$ cat config.mk
export PLATFORM = sky130hd
export DESIGN_NAME = downlink_frame_command_receiver_core
export DESIGN_NICKNAME = d
export VERILOG_FILES = /design/src/design/dfcr_pkg.sv /design/src/design/dfcr_deframer.sv /design/src/design/dfcr_cmd_check.sv /design/src/design/downlink_frame_command_receiver_core.sv
export SDC_FILE = /design/constraint.sdc
export NUM_CORES = 1
export LEC_CHECK = 0
export ABC_AREA = 1
export BUFFER_PORTS_ARGS = -buffer_cell sky130_fd_sc_hd__buf_4
export CAP_MARGIN = 25
export CORE_MARGIN = 2
export CORE_UTILIZATION = 55
export CTS_BUF_LIST = sky130_fd_sc_hd__clkbuf_4
export DETAILED_ROUTE_END_ITERATION = 6
export GPL_TIMING_DRIVEN = 0
export PLACE_DENSITY_LB_ADDON = 0.3
export SLEW_MARGIN = 20
export SYNTH_ARGS = -nofsm -noshare
export SYNTH_HDL_FRONTEND = slang
export SYNTH_HIERARCHICAL = 1
export SYNTH_SLANG_ARGS = --single-unit
$ cat constraint.sdc
create_clock -name clk -period 11.8 [get_ports clk]
set_input_delay 2.36 -clock clk [delete_from_list [all_inputs] [get_ports clk]]
set_output_delay 2.36 -clock clk [all_outputs]
set_load 0.02 [all_outputs]
$ cat src/design/dfcr_pkg.sv
// Package for the downlink frame command receiver.
// Holds the shared constants, register codes, status codes and interface structs.
// No dependencies.
package dfcr_pkg;

    localparam int unsigned MAX_BODY_DEF = 32;
    localparam int unsigned COMMAND_LEN  = 15;

    localparam logic [7:0]  SYNC_BYTE = 8'hAA;
    localparam logic [11:0] YEAR_BASE = 12'd2000;

    // configuration register indexes and reset values
    localparam logic [1:0] REG_OWN_ID   = 2'd0;
    localparam logic [1:0] REG_COMPANY  = 2'd1;
    localparam logic [1:0] REG_CMD_TYPE = 2'd2;

    localparam logic [7:0]  OWN_ID_RST   = 8'd8;
    localparam logic [15:0] COMPANY_RST  = 16'hC0DE;
    localparam logic [7:0]  CMD_TYPE_RST = 8'h81;

    localparam logic [15:0] SLEEP_RST   = 16'd4;
    localparam logic [7:0]  AVERAGE_RST = 8'd5;
    localparam logic [7:0]  MEDIAN_RST  = 8'd5;

    // frame status codes
    localparam logic [2:0] ST_NONE       = 3'd0;
    localparam logic [2:0] ST_CKSUM_BAD  = 3'd1;
    localparam logic [2:0] ST_LEN_BAD    = 3'd2;
    localparam logic [2:0] ST_COMPANY    = 3'd3;
    localparam logic [2:0] ST_TYPE       = 3'd4;
    localparam logic [2:0] ST_OTHER_DEV  = 3'd5;
    localparam logic [2:0] ST_ACCEPTED   = 3'd6;

    typedef logic [COMMAND_LEN-1:0][7:0] body_t;

    typedef struct packed {
        logic [7:0]  own_id;
        logic [15:0] company;
        logic [7:0]  cmd_type;
    } cfg_t;

    // deframer events for the current transfer
    typedef struct packed {
        logic cksum_bad;
        logic frame_end;
        logic len_ok;
    } frame_evt_t;

    typedef struct packed {
        logic [7:0]  median_count;
        logic [7:0]  average_count;
        logic [15:0] sleep_interval;
        logic [7:0]  second_value;
        logic [7:0]  minute_value;
        logic [7:0]  hour_value;
        logic [7:0]  day_value;
        logic [7:0]  month_value;
        logic [11:0] year_full;
        logic        time_present;
        logic        settings_changed;
        logic [2:0]  frame_status;
    } result_t;

endpackage

$ cat src/design/dfcr_deframer.sv
// Byte deframer: sync, length, body, checksum, signal strength byte.
// Keeps the receive window flag and the first command bytes of the body.
// Depends on dfcr_pkg.
module dfcr_deframer #(
    parameter int unsigned MAX_BODY = dfcr_pkg::MAX_BODY_DEF
) (
    input  logic                clk,
    input  logic                rst_n,
    input  logic                take,
    input  logic                open_window,
    input  logic [7:0]          rx_byte,
    output dfcr_pkg::frame_evt_t evt,
    output dfcr_pkg::body_t     body
);
    import dfcr_pkg::*;

    localparam int unsigned CNT_W = $clog2(MAX_BODY + 1);
    localparam int unsigned IDX_W = $clog2(COMMAND_LEN);

    localparam logic [2:0] PH_SYNC  = 3'd0;
    localparam logic [2:0] PH_LEN   = 3'd1;
    localparam logic [2:0] PH_BODY  = 3'd2;
    localparam logic [2:0] PH_CKSUM = 3'd3;
    localparam logic [2:0] PH_RSSI  = 3'd4;

    logic [2:0]       phase_reg, phase_next;
    logic [CNT_W-1:0] len_reg, len_next;
    logic [CNT_W-1:0] idx_reg, idx_next;
    logic [7:0]       sum_reg, sum_next;
    logic             done_reg, done_next;
    body_t            body_reg;
    logic [CNT_W-1:0] idx_inc;
    logic             len_bad;
    logic             body_wr;

    assign idx_inc = idx_reg + CNT_W'(1);
    assign len_bad = (rx_byte == 8'd0) || ({1'b0, rx_byte} > 9'(MAX_BODY));

    always_comb
    begin
        phase_next = phase_reg;
        len_next   = len_reg;
        idx_next   = idx_reg;
        sum_next   = sum_reg;
        done_next  = done_reg;
        body_wr    = 1'b0;
        evt        = '0;
        if (open_window)
        begin
            phase_next = PH_SYNC;
            len_next   = '0;
            idx_next   = '0;
            sum_next   = '0;
            done_next  = 1'b0;
        end
        else if (!done_reg)
        begin
            unique case (phase_reg)
                PH_SYNC:
                begin
                    if (rx_byte == SYNC_BYTE)
                    begin
                        sum_next   = SYNC_BYTE;
                        phase_next = PH_LEN;
                    end
                end
                PH_LEN:
                begin
                    idx_next = '0;
                    if (len_bad)
                    begin
                        phase_next = PH_SYNC;
                        len_next   = '0;
                        sum_next   = '0;
                    end
                    else
                    begin
                        len_next   = rx_byte[CNT_W-1:0];
                        sum_next   = sum_reg + rx_byte;
                        phase_next = PH_BODY;
                    end
                end
                PH_BODY:
                begin
                    body_wr  = 1'b1;
                    idx_next = idx_inc;
                    sum_next = sum_reg + rx_byte;
                    if (idx_inc >= len_reg)
                        phase_next = PH_CKSUM;
                end
                PH_CKSUM:
                begin
                    if (rx_byte == sum_reg)
                        phase_next = PH_RSSI;
                    else
                    begin
                        evt.cksum_bad = 1'b1;
                        phase_next    = PH_SYNC;
                        len_next      = '0;
                        idx_next      = '0;
                        sum_next      = '0;
                    end
                end
                PH_RSSI:
                begin
                    evt.frame_end = 1'b1;
                    done_next     = 1'b1;
                    phase_next    = PH_SYNC;
                    len_next      = '0;
                    idx_next      = '0;
                    sum_next      = '0;
                end
                default:
                begin
                    phase_next = PH_SYNC;
                    len_next   = '0;
                    idx_next   = '0;
                    sum_next   = '0;
                end
            endcase
        end
        evt.len_ok = (len_reg == CNT_W'(COMMAND_LEN));
    end

    always_ff @(posedge clk or negedge rst_n)
    begin
        if (!rst_n)
        begin
            phase_reg <= PH_SYNC;
            len_reg   <= '0;
            idx_reg   <= '0;
            sum_reg   <= '0;
            done_reg  <= 1'b0;
        end
        else if (take)
        begin
            phase_reg <= phase_next;
            len_reg   <= len_next;
            idx_reg   <= idx_next;
            sum_reg   <= sum_next;
            done_reg  <= done_next;
        end
    end

    // only the command bytes are kept; later body bytes feed the checksum only
    always_ff @(posedge clk)
    begin
        if (take && body_wr && (idx_reg < CNT_W'(COMMAND_LEN)))
            body_reg[idx_reg[IDX_W-1:0]] <= rx_byte;
    end

    assign body = body_reg;

endmodule

$ cat src/design/dfcr_cmd_check.sv
// Command check and stored settings for the receiver.
// Builds the result of one transfer from the deframer events and body bytes.
// Depends on dfcr_pkg.
module dfcr_cmd_check (
    input  logic                 clk,
    input  logic                 rst_n,
    input  logic                 take,
    input  dfcr_pkg::frame_evt_t evt,
    input  dfcr_pkg::body_t      body,
    input  dfcr_pkg::cfg_t       cfg,
    output dfcr_pkg::result_t    result
);
    import dfcr_pkg::*;

    logic [15:0] sleep_reg, sleep_next;
    logic [7:0]  avg_reg, avg_next;
    logic [7:0]  med_reg, med_next;
    logic        accepted;
    logic [7:0]  flags;
    logic [15:0] new_sleep;
    logic        upd_sleep;
    logic        upd_pair;
    logic        time_ok;

    assign flags     = body[4];
    assign new_sleep = {body[11], body[12]};
    assign accepted  = evt.frame_end && evt.len_ok && ({body[0], body[1]} == cfg.company)
                       && (body[2] == cfg.cmd_type) && (body[3] == cfg.own_id);
    assign time_ok   = accepted && flags[0];
    assign upd_sleep = accepted && flags[1] && (new_sleep != 16'd0) && (new_sleep != sleep_reg);
    assign upd_pair  = accepted && flags[2] && (body[13] != 8'd0) && (body[14] != 8'd0)
                       && ((body[13] != avg_reg) || (body[14] != med_reg));

    assign sleep_next = upd_sleep ? new_sleep : sleep_reg;
    assign avg_next   = upd_pair ? body[13] : avg_reg;
    assign med_next   = upd_pair ? body[14] : med_reg;

    always_comb
    begin
        result = '0;
        priority if (evt.cksum_bad)
            result.frame_status = ST_CKSUM_BAD;
        else if (!evt.frame_end)
            result.frame_status = ST_NONE;
        else if (!evt.len_ok)
            result.frame_status = ST_LEN_BAD;
        else if ({body[0], body[1]} != cfg.company)
            result.frame_status = ST_COMPANY;
        else if (body[2] != cfg.cmd_type)
            result.frame_status = ST_TYPE;
        else if (body[3] != cfg.own_id)
            result.frame_status = ST_OTHER_DEV;
        else
            result.frame_status = ST_ACCEPTED;

        result.settings_changed = upd_sleep || upd_pair;
        result.time_present     = time_ok;
        if (time_ok)
        begin
            result.year_full    = YEAR_BASE + {4'd0, body[5]};
            result.month_value  = body[6];
            result.day_value    = body[7];
            result.hour_value   = body[8];
            result.minute_value = body[9];
            result.second_value = body[10];
        end
        result.sleep_interval = sleep_next;
        result.average_count  = avg_next;
        result.median_count   = med_next;
    end

    always_ff @(posedge clk or negedge rst_n)
    begin
        if (!rst_n)
        begin
            sleep_reg <= SLEEP_RST;
            avg_reg   <= AVERAGE_RST;
            med_reg   <= MEDIAN_RST;
        end
        else if (take)
        begin
            sleep_reg <= sleep_next;
            avg_reg   <= avg_next;
            med_reg   <= med_next;
        end
    end

endmodule

$ cat src/design/downlink_frame_command_receiver_core.sv
// Top level of the downlink frame command receiver.
// Instantiates dfcr_deframer and dfcr_cmd_check; uses dfcr_pkg.
//
// One input transfer per clock; each produces exactly one result transfer, which
// appears in the output register on the cycle after acceptance. The whole parse and
// command check for a byte sits between the input handshake and that output register,
// so s_tready is high whenever the output register is empty or being drained. One byte
// per cycle is kept while m_tready stays high; a stalled result holds off the input
// until it is taken. Configuration writes take effect on the next clock edge.
module downlink_frame_command_receiver_core #(
    parameter int unsigned MAX_BODY = dfcr_pkg::MAX_BODY_DEF
) (
    input  logic        clk,
    input  logic        rst_n,
    input  logic        s_tvalid,
    output logic        s_tready,
    input  logic [7:0]  s_tdata,   // rx_byte
    input  logic        s_tuser,   // operation: 1 opens a new receive window
    output logic        m_tvalid,
    input  logic        m_tready,
    // frame_status[2:0], settings_changed[3], time_present[4], year_full[16:5],
    // month_value[24:17], day_value[32:25], hour_value[40:33], minute_value[48:41],
    // second_value[56:49], sleep_interval[72:57], average_count[80:73],
    // median_count[88:81], zero fill[95:89]
    output logic [95:0] m_tdata,
    input  logic        cfg_we,
    input  logic [1:0]  cfg_addr,
    input  logic [15:0] cfg_wdata
);
    import dfcr_pkg::*;

    cfg_t       cfg_reg;
    frame_evt_t evt;
    body_t      body;
    result_t    result;
    logic       take;
    logic       out_valid_reg;
    result_t    out_reg;

    assign s_tready = !out_valid_reg || m_tready;
    assign take     = s_tvalid && s_tready;

    always_ff @(posedge clk or negedge rst_n)
    begin
        if (!rst_n)
        begin
            cfg_reg.own_id   <= OWN_ID_RST;
            cfg_reg.company  <= COMPANY_RST;
            cfg_reg.cmd_type <= CMD_TYPE_RST;
        end
        else if (cfg_we)
        begin
            unique case (cfg_addr)
                REG_OWN_ID:   cfg_reg.own_id   <= cfg_wdata[7:0];
                REG_COMPANY:  cfg_reg.company  <= cfg_wdata;
                REG_CMD_TYPE: cfg_reg.cmd_type <= cfg_wdata[7:0];
                default:      ;
            endcase
        end
    end

    dfcr_deframer #(
        .MAX_BODY(MAX_BODY)
    ) u_deframer (
        .clk        (clk),
        .rst_n      (rst_n),
        .take       (take),
        .open_window(s_tuser),
        .rx_byte    (s_tdata),
        .evt        (evt),
        .body       (body)
    );

    dfcr_cmd_check u_cmd_check (
        .clk   (clk),
        .rst_n (rst_n),
        .take  (take),
        .evt   (evt),
        .body  (body),
        .cfg   (cfg_reg),
        .result(result)
    );

    always_ff @(posedge clk or negedge rst_n)
    begin
        if (!rst_n)
            out_valid_reg <= 1'b0;
        else if (take)
            out_valid_reg <= 1'b1;
        else if (m_tready)
            out_valid_reg <= 1'b0;
    end

    always_ff @(posedge clk)
    begin
        if (take)
            out_reg <= result;
    end

    assign m_tvalid = out_valid_reg;
    assign m_tdata  = {7'd0, out_reg};

endmodule
After elaboration in Yosys (flattened, before gate mapping)
Index checks and enable logic that the tools add are counted.
{ "op_classes": {"add_sub_neg": 3, "magnitude_cmp": 5, "eq_ne": 24, "mux": 44, "n_bitwise": 2, "n_reduce_logical": 38} }
{ "ops": {"columns": ["op", "count"], "rows": [
  ["$bwmux W120", 1],
  ["$mux W8", 8],
  ["$mux W6", 6],
  ["$pmux W6 S3", 2],
  ["$demux W8 S4", 1],
  ["$ne A16 B16 Y1", 2],
  ["$ne A8 B8 Y1", 4],
  ["$pmux W8 S4", 1],
  ["$eq A8 B8 Y1", 3],
  ["$eq A16 B16 Y1", 1],
  ["$logic_and A1 B1 Y1", 16],
  ["$mux W16", 1],
  ["$reduce_and A4 Y1", 4],
  ["$reduce_bool A16 Y1", 1],
  ["$reduce_bool A8 Y1", 2],
  ["$mux W3", 5],
  ["$mux W2", 7],
  ["$add A11 B8 Y12 const A", 1],
  ["$pmux W3 S4", 1],
  ["$mux W1", 11],
  ["$add A8 B8 Y8", 1],
  ["$eq A8 B8 Y1 const B", 1],
  ["$gt A8 B6 Y1 const B", 1],
  ["$logic_not A8 Y1", 1],
  ["other kinds (24)", 34]
]} }
{ "word_totals": {"ff_bits": 298, "inputBits": 32, "output_inout_bits": 98, "wordCells": 157} }

Logic depth before layout (Yosys ltp)
Gate-level depths: netlist of run 1.
{ "depth": {"word_depth": 14, "ltp_mapped": 13, "ltp_nobuf": 12} }

Modules after synthesis
Netlist of run 1, hierarchy kept.
{ "modules_own_cells": {"columns": ["module", "instances", "cells_per_inst", "area_per_inst_um2", "seq_area_each_um2"], "rows": [
  ["dfcr_deframer", 1, 424, 5656.7, 4204.0],
  ["downlink_frame_command_receiver_core", 1, 246, 4164.0, 3512.1],
  ["dfcr_cmd_check", 1, 644, 3871.2, 807.0]
]} }

Worst setup path after synthesis of run 1
No wires, ideal clock.
{ "synth_timing": {"path_kind": "input to register", "from": "input port s_tvalid", "to": "register u_deframer.body_reg, in the netlist u_deframer/body[56], enable pin", "setup_ns": 0.383, "arrival_time_ns": 8.648, "required_time_ns": 11.417, "slack_ns": 2.769, "stages": 6, "path_buffers": 0, "cell_sequence": "inv_1 -> a21oi_1 -> nand2_1 -> nor3_4 -> nand2_2 -> nor3_1"} }
{ "synth_via": {"elab_chain_cells": 3} }
{ "synth_rtl": {"columns": ["item", "line_no", "text"], "rows": [
  ["from (decl)", "downlink_frame_command_receiver_core.sv:15", "input logic s_tvalid,"],
  ["$logic_and A1 B1 Y1", "downlink_frame_command_receiver_core.sv:41", "assign take = s_tvalid && s_tready;"],
  ["net take", "downlink_frame_command_receiver_core.sv:36", "logic take;"],
  ["$logic_and A1 B1 Y1 (2 in series)", "dfcr_deframer.sv:148", "if (take && body_wr && (idx_reg < CNT_W'(COMMAND_LEN)))"],
  ["to (signal, indexed assignment)", "dfcr_deframer.sv:149", "body_reg[idx_reg[IDX_W-1:0]] <= rx_byte;"],
  ["to (decl)", "dfcr_deframer.sv:31", "body_t body_reg;"]
]} }
The timed path passes the listed nets, and every way through them passes these cells.
A chain may end at the register's enable or synchronous reset.

Final worst setup path of run 1
{ "layout_timing": {"from": "input port m_tready", "to": "output port s_tready"} }
{ "layout_via": {"elab_chain_cells": 1} }
{ "layout_rtl": {"columns": ["item", "line_no", "text"], "rows": [
  ["from (decl)", "downlink_frame_command_receiver_core.sv:20", "input logic m_tready,"],
  ["$logic_or A1 B1 Y1", "downlink_frame_command_receiver_core.sv:40", "assign s_tready = !out_valid_reg || m_tready;"],
  ["to (decl)", "downlink_frame_command_receiver_core.sv:16", "output logic s_tready,"]
]} }
No other way between the ends.

==> results.sh, run 1 <==
export IMPL_status="completed"
export IMPL_fin_hold_ws_ns=0.476
export IMPL_fin_util=0.663
export IMPL_numCtsBuffers=78
export IMPL_design_area_um2=16100
export IMPL_drive_above_1_share=0.260
export IMPL_crit_slowest_cell="buf_4"
export IMPL_antenna_found_initial=1
export IMPL_layoutNonFillerInstCount=1907
export IMPL_cpPeakStageDelay_ns=0.16
export IMPL_die_w_um=161
export IMPL_fmax_mhz=194
export IMPL_routed_wl_mm=28.5
export IMPL_cts_root_buf="clkbuf_4"
export IMPL_gp_congestion=0.839
export IMPL_ctsHoldBuffers=0
export IMPL_fin_crit_sh=0.437
export IMPL_h_tree_depth=3
export IMPL_grt_setup_unrepaired="no"
export IMPL_largest_reg_flops=115
export IMPL_ant_nets=0
export IMPL_grt_start_max_net_pins=90
export IMPL_clock_latency_ns=0.68
export IMPL_max_slew_margin_rel=0.403
export IMPL_fp_row_count=57
export IMPL_clk_pin_slew_ns=0.06
export IMPL_postPlaceCellArea_um2=15000
export IMPL_cts_sinks=293
export IMPL_fin_nets=1571
export IMPL_syn_avg_cell_area_um2=10.3
export IMPL_coreArea_um2=24200
export IMPL_cts_resized=0
export IMPL_firstDrtPassIters=5
export IMPL_tns_ns=0
export IMPL_fillers=1875
export IMPL_crit_chain="buf_4 -> inv_1 -> nand2_1 -> buf_4"
export IMPL_min_period_ns=5.16
export IMPL_vias=9452
export IMPL_drv_slew=0
export IMPL_worstHoldPathType="register to register"
export IMPL_cp_common_cell="buf_4"
export IMPL_syn_to_final_growth_pct=18.7
export IMPL_io_pins=130
export IMPL_fin_skew_ns=0.0464
export IMPL_place_inst=1763
export IMPL_max_clock_path_buffers=3
export IMPL_start_kind="input port"
export IMPL_post_cts_buffers=0
export IMPL_die_h_um=161
export IMPL_portBuffers=120
export IMPL_setup_viol=0
export IMPL_worst_slew_pin_transition_ns=0.895
export IMPL_grt_ovfl_total=0
export IMPL_cts_tree="done"
export IMPL_wl_per_cell_um=14.9
export IMPL_finalHoldViolations=0
export IMPL_crit_fanout=2
export IMPL_arrival_ns=2.80
export IMPL_ir_drop_mv=0.0930
export IMPL_p_leak_nw=7.42
export IMPL_grt_pass1_vias=9129
export IMPL_drc=0
export IMPL_die_area_um2=25900
export IMPL_grt_use_total=0.225
export IMPL_yosysWarnings=6
export IMPL_viasPerCell=4.96
export IMPL_postSynthCellCount=1309
export IMPL_synth_cell_area_um2=13500
export IMPL_cp_required_ns=9.44
export IMPL_critical_path_class="input port to output port"
export IMPL_drt_iter0_markers=597
export IMPL_grt_pass1_wl_mm=45.6
export IMPL_pwr_density_cell_nw_per_um2=157
export IMPL_initial_core_util=0.558
export IMPL_maxCapViolations=0
export IMPL_cp_end_kind="output port"
export IMPL_dpl_hpwl_mm=18.6
## final timing paths
path | slack [ns] | end | start | cells after the start
worst max-delay path | 6.64 | s_tready | m_tready | 4
worst min-delay path | 0.48 | cfg_reg[10] | cfg_reg[10] | 2
worst max register to register | 8.86 | u_deframer/body[7] | m_tvalid | 7
worst min register to register | 0.48 | cfg_reg[10] | cfg_reg[10] | 2
max in group asynchronous | 9.39 | u_deframer/len_reg[5] | rst_n | 1
min in group asynchronous | 1.81 | u_deframer/sum_reg[2] | rst_n | 1
## layer usage
metal  routed length (um)  GRT usage  vias to the layer above
met2                14300      0.383                      290
met4                  294     0.0735                        0
met5                    0          0                        -
li1                     -          -                     4675
met3                 1880     0.0434                       24
met1                12000      0.294                     4463
## critical path, delay by kind of cell
kind / cells / cell delay (ns)
buffers and inverters: 3 / 0.36
and+or+nand+nor: 1 / 0.08
## report_power, final
group | total [W] | switching [W] | internal [W] | leakage (nW)
combinational | 0.000355 | 0.000213 | 0.000142 | 3.75
sequential | 0.00124 | 0.0000505 | 0.00119 | 3.05
clock | 0.000920 | 0.000406 | 0.000513 | 0.626
## stage by stage
step           total power (W)  worst slack [ns]
2_1_floorplan          0.00150              2.77
3_3_place_gp           0.00160             0.171
3_5_place_dp           0.00162              6.64
4_1_cts                0.00255              6.64
5_1_grt                0.00265              6.60
6_report               0.00252              6.64
## area by class of cell
type	count	area (um^2)	area share
sequential	293	8370	0.521
clock buffer	121	908	0.0565
tap	324	405	0.0252
inverter	199	747	0.0465
antenna	1	2.50	0.000156
clock inverter	22	153	0.00950
timing repair buffer	124	1010	0.0631
buffer	38	314	0.0195
multi-input combinational	785	4160	0.259
## cells in the final DEF (no fill, tap or decap), types with 13 or more instances in the layout
master,count
inv_1,193
nand4_1,45
clkinv_1,13
nand2_1,321
nor2_1,76
dfstp_2,16
buf_6,14
buf_4,138
dfrtp_1,73
ha_1,19
nand3_1,103
edfxtp_1,204
xor2_1,21
xnor2_1,25
nor2_2,45
clkbuf_4,121
and2_1,32
nand2_2,29
Power figures use the tool's default switching activity.
==> run 2: changes to the inputs <==
Clock period 11.8 ns to 5.05 ns, I/O delays scaled along.
==> run 2 against run 1 <==
Against the previous run:
- clock power rose by 130%
- worst hold slack got worse by 0.095 ns
- global-route usage rose by 0.058 points
- routed wire length barely moved
- die area did not move
- register-to-register slack got worse by 6.9 ns
- cell area fell by 0.23%
- critical endpoint is now u_deframer/body[20]
- highest routed layer unchanged
==> results.sh, run 2 (same netlist as run 1, synthesis figures left out) <==
export IMPL_status="completed"
export IMPL_drive_above_1_share=0.255
export IMPL_cpPeakStageDelay_ns=0.69
export IMPL_final_cell_mix="321 x nand2_1, 204 x edfxtp_1, 193 x inv_1"
export IMPL_min_period_ns=3.08
export IMPL_antenna_found_initial=1
export IMPL_crit_slowest_cell="nor2_1"
export IMPL_largest_reg_flops=115
export IMPL_fin_nets=1568
export IMPL_max_slew_margin_rel=0.400
export IMPL_critPathBufInv=4
export IMPL_gp_congestion=0.861
export IMPL_grt_use_total=0.226
export IMPL_pwr_share_comb=0.143
export IMPL_initial_core_util=0.558
export IMPL_design_area_um2=16000
export IMPL_fin_util=0.661
export IMPL_p_leak_nw=7.40
export IMPL_drv_slew=0
export IMPL_grt_ovfl_total=0
export IMPL_die_w_um=161
export IMPL_ctsHoldBuffers=0
export IMPL_fin_hold_ws_ns=0.380
export IMPL_io_pins=130
export IMPL_cts_resized=0
export IMPL_layoutNonFillerInstCount=1903
export IMPL_layout_commonest_cell="nand2_1"
export IMPL_drc=0
export IMPL_worstHoldPathType="input port to async pin"
export IMPL_place_inst=1763
export IMPL_clkPwrFrac=0.361
export IMPL_crit_fanout=17
export IMPL_dpl_hpwl_mm=18.6
export IMPL_clk_pin_slew_ns=0.07
export IMPL_h_tree_depth=3
export IMPL_cp_required_ns=5.32
export IMPL_fp_row_count=57
export IMPL_switching_share=0.273
export IMPL_syn_to_final_growth_pct=18.4
export IMPL_portBuffers=120
export IMPL_p_switching_w=0.00160
export IMPL_arrival_ns=3.35
export IMPL_pwr_density_cell_nw_per_um2=364
export IMPL_ant_nets=0
export IMPL_die_h_um=161
export IMPL_die_area_um2=25900
export IMPL_cts_sinks=293
export IMPL_grt_pass1_vias=9174
export IMPL_coreArea_um2=24200
export IMPL_fmax_mhz=324
export IMPL_drt_iter0_markers=702
export IMPL_grt_setup_unrepaired="no"
export IMPL_fin_skew_ns=0.0558
export IMPL_fin_crit_sh=0.610
export IMPL_viasPerCell=4.99
export IMPL_cts_tree="done"
export IMPL_clock_latency_ns=0.69
export IMPL_vias=9503
export IMPL_crit_chain="buf_4 -> inv_1 -> a21oi_4 -> buf_16 -> buf_16 -> nand2_1 -> nor3_4 -> nand3_2 -> nor2_1"
export IMPL_worst_slew_pin_transition_ns=0.900
export IMPL_ir_drop_mv=0.207
export IMPL_setup_viol=0
export IMPL_finalHoldViolations=0
export IMPL_post_cts_buffers=0
export IMPL_start_kind="input port"
export IMPL_cp_end_kind="register"
export IMPL_grt_pass1_wl_mm=45.8
export IMPL_max_clock_path_buffers=3
export IMPL_power_frac_seq=0.496
export IMPL_cts_root_buf="clkbuf_4"
export IMPL_wl_per_cell_um=15.0
export IMPL_postPlaceCellArea_um2=15000
export IMPL_numCtsBuffers=75
export IMPL_cp_common_cell="buf_16"
export IMPL_routed_wl_mm=28.5
export IMPL_grt_start_max_net_pins=90
export IMPL_maxCapViolations=0
export IMPL_tns_ns=0
export IMPL_p_int_w=0.00425
export IMPL_crit_family="simple AND/OR/NAND/NOR gates"
export IMPL_critical_path_class="input port to register"
export IMPL_firstDrtPassIters=5
==> run 2: cell types whose count changed in the layout (fill, tap and decap cells not counted), moves of 2 or more <==
cell | previous run | this run
clkinvlp_4 | 2 | 0
clkinv_2 | 4 | 8
clkinv_4 | 0 | 3
clkbuf_4 | 121 | 105
clkinv_1 | 13 | 18
==> run 2: routing by layer <==
layer	up-vias	global-route usage	wire length, um
met1	4488	0.299	12100
li1	4676	-	-
met3	43	0.0517	2020
met4	0	0.0726	470
met2	296	0.373	13900
met5	-	0	0
==> run 2: final timing paths <==
check,slack (ns),from,cells after the start,to
worst min register to register,0.47,cfg_reg[22],2,cfg_reg[22]
worst min-delay path,0.38,rst_n,1,cfg_reg[24]
worst max-delay path,1.97,m_tready,9,u_deframer/body[20]
min in group clk,0.47,cfg_reg[22],2,cfg_reg[22]
max in group asynchronous,3.98,rst_n,1,u_deframer/len_reg[3]
worst max register to register,1.99,m_tvalid,7,u_deframer/body[20]
==> run 2: metrics by stage <==
stage	total power, W	setup slack (ns)
final	0.00585	1.97
after global routing	0.00616	1.82
after CTS	0.00590	1.98
after detailed placement	0.00378	1.32
after global placement	0.00373	-0.633
after floorplan	0.00349	0.679
==> run 2: layout make-up <==
class,count,area (um^2)
timing repair buffer,124,1010
clock inverter,34,236
sequential,293,8370
inverter,199,747
buffer,38,314
antenna,1,2.50
fill,1926,8210
multi-input combinational,785,4160
tap,324,405
clock buffer,105,788
==> run 2: power by group through the flow <==
stage	clock (W)	combinational [W]	sequential [W]
floorplan	0	0.000502	0.00299
global placement	0	0.000791	0.00294
detailed placement	0	0.000834	0.00295
CTS	0.00217	0.000837	0.00290
global route	0.00230	0.000935	0.00292
finish	0.00211	0.000833	0.00290
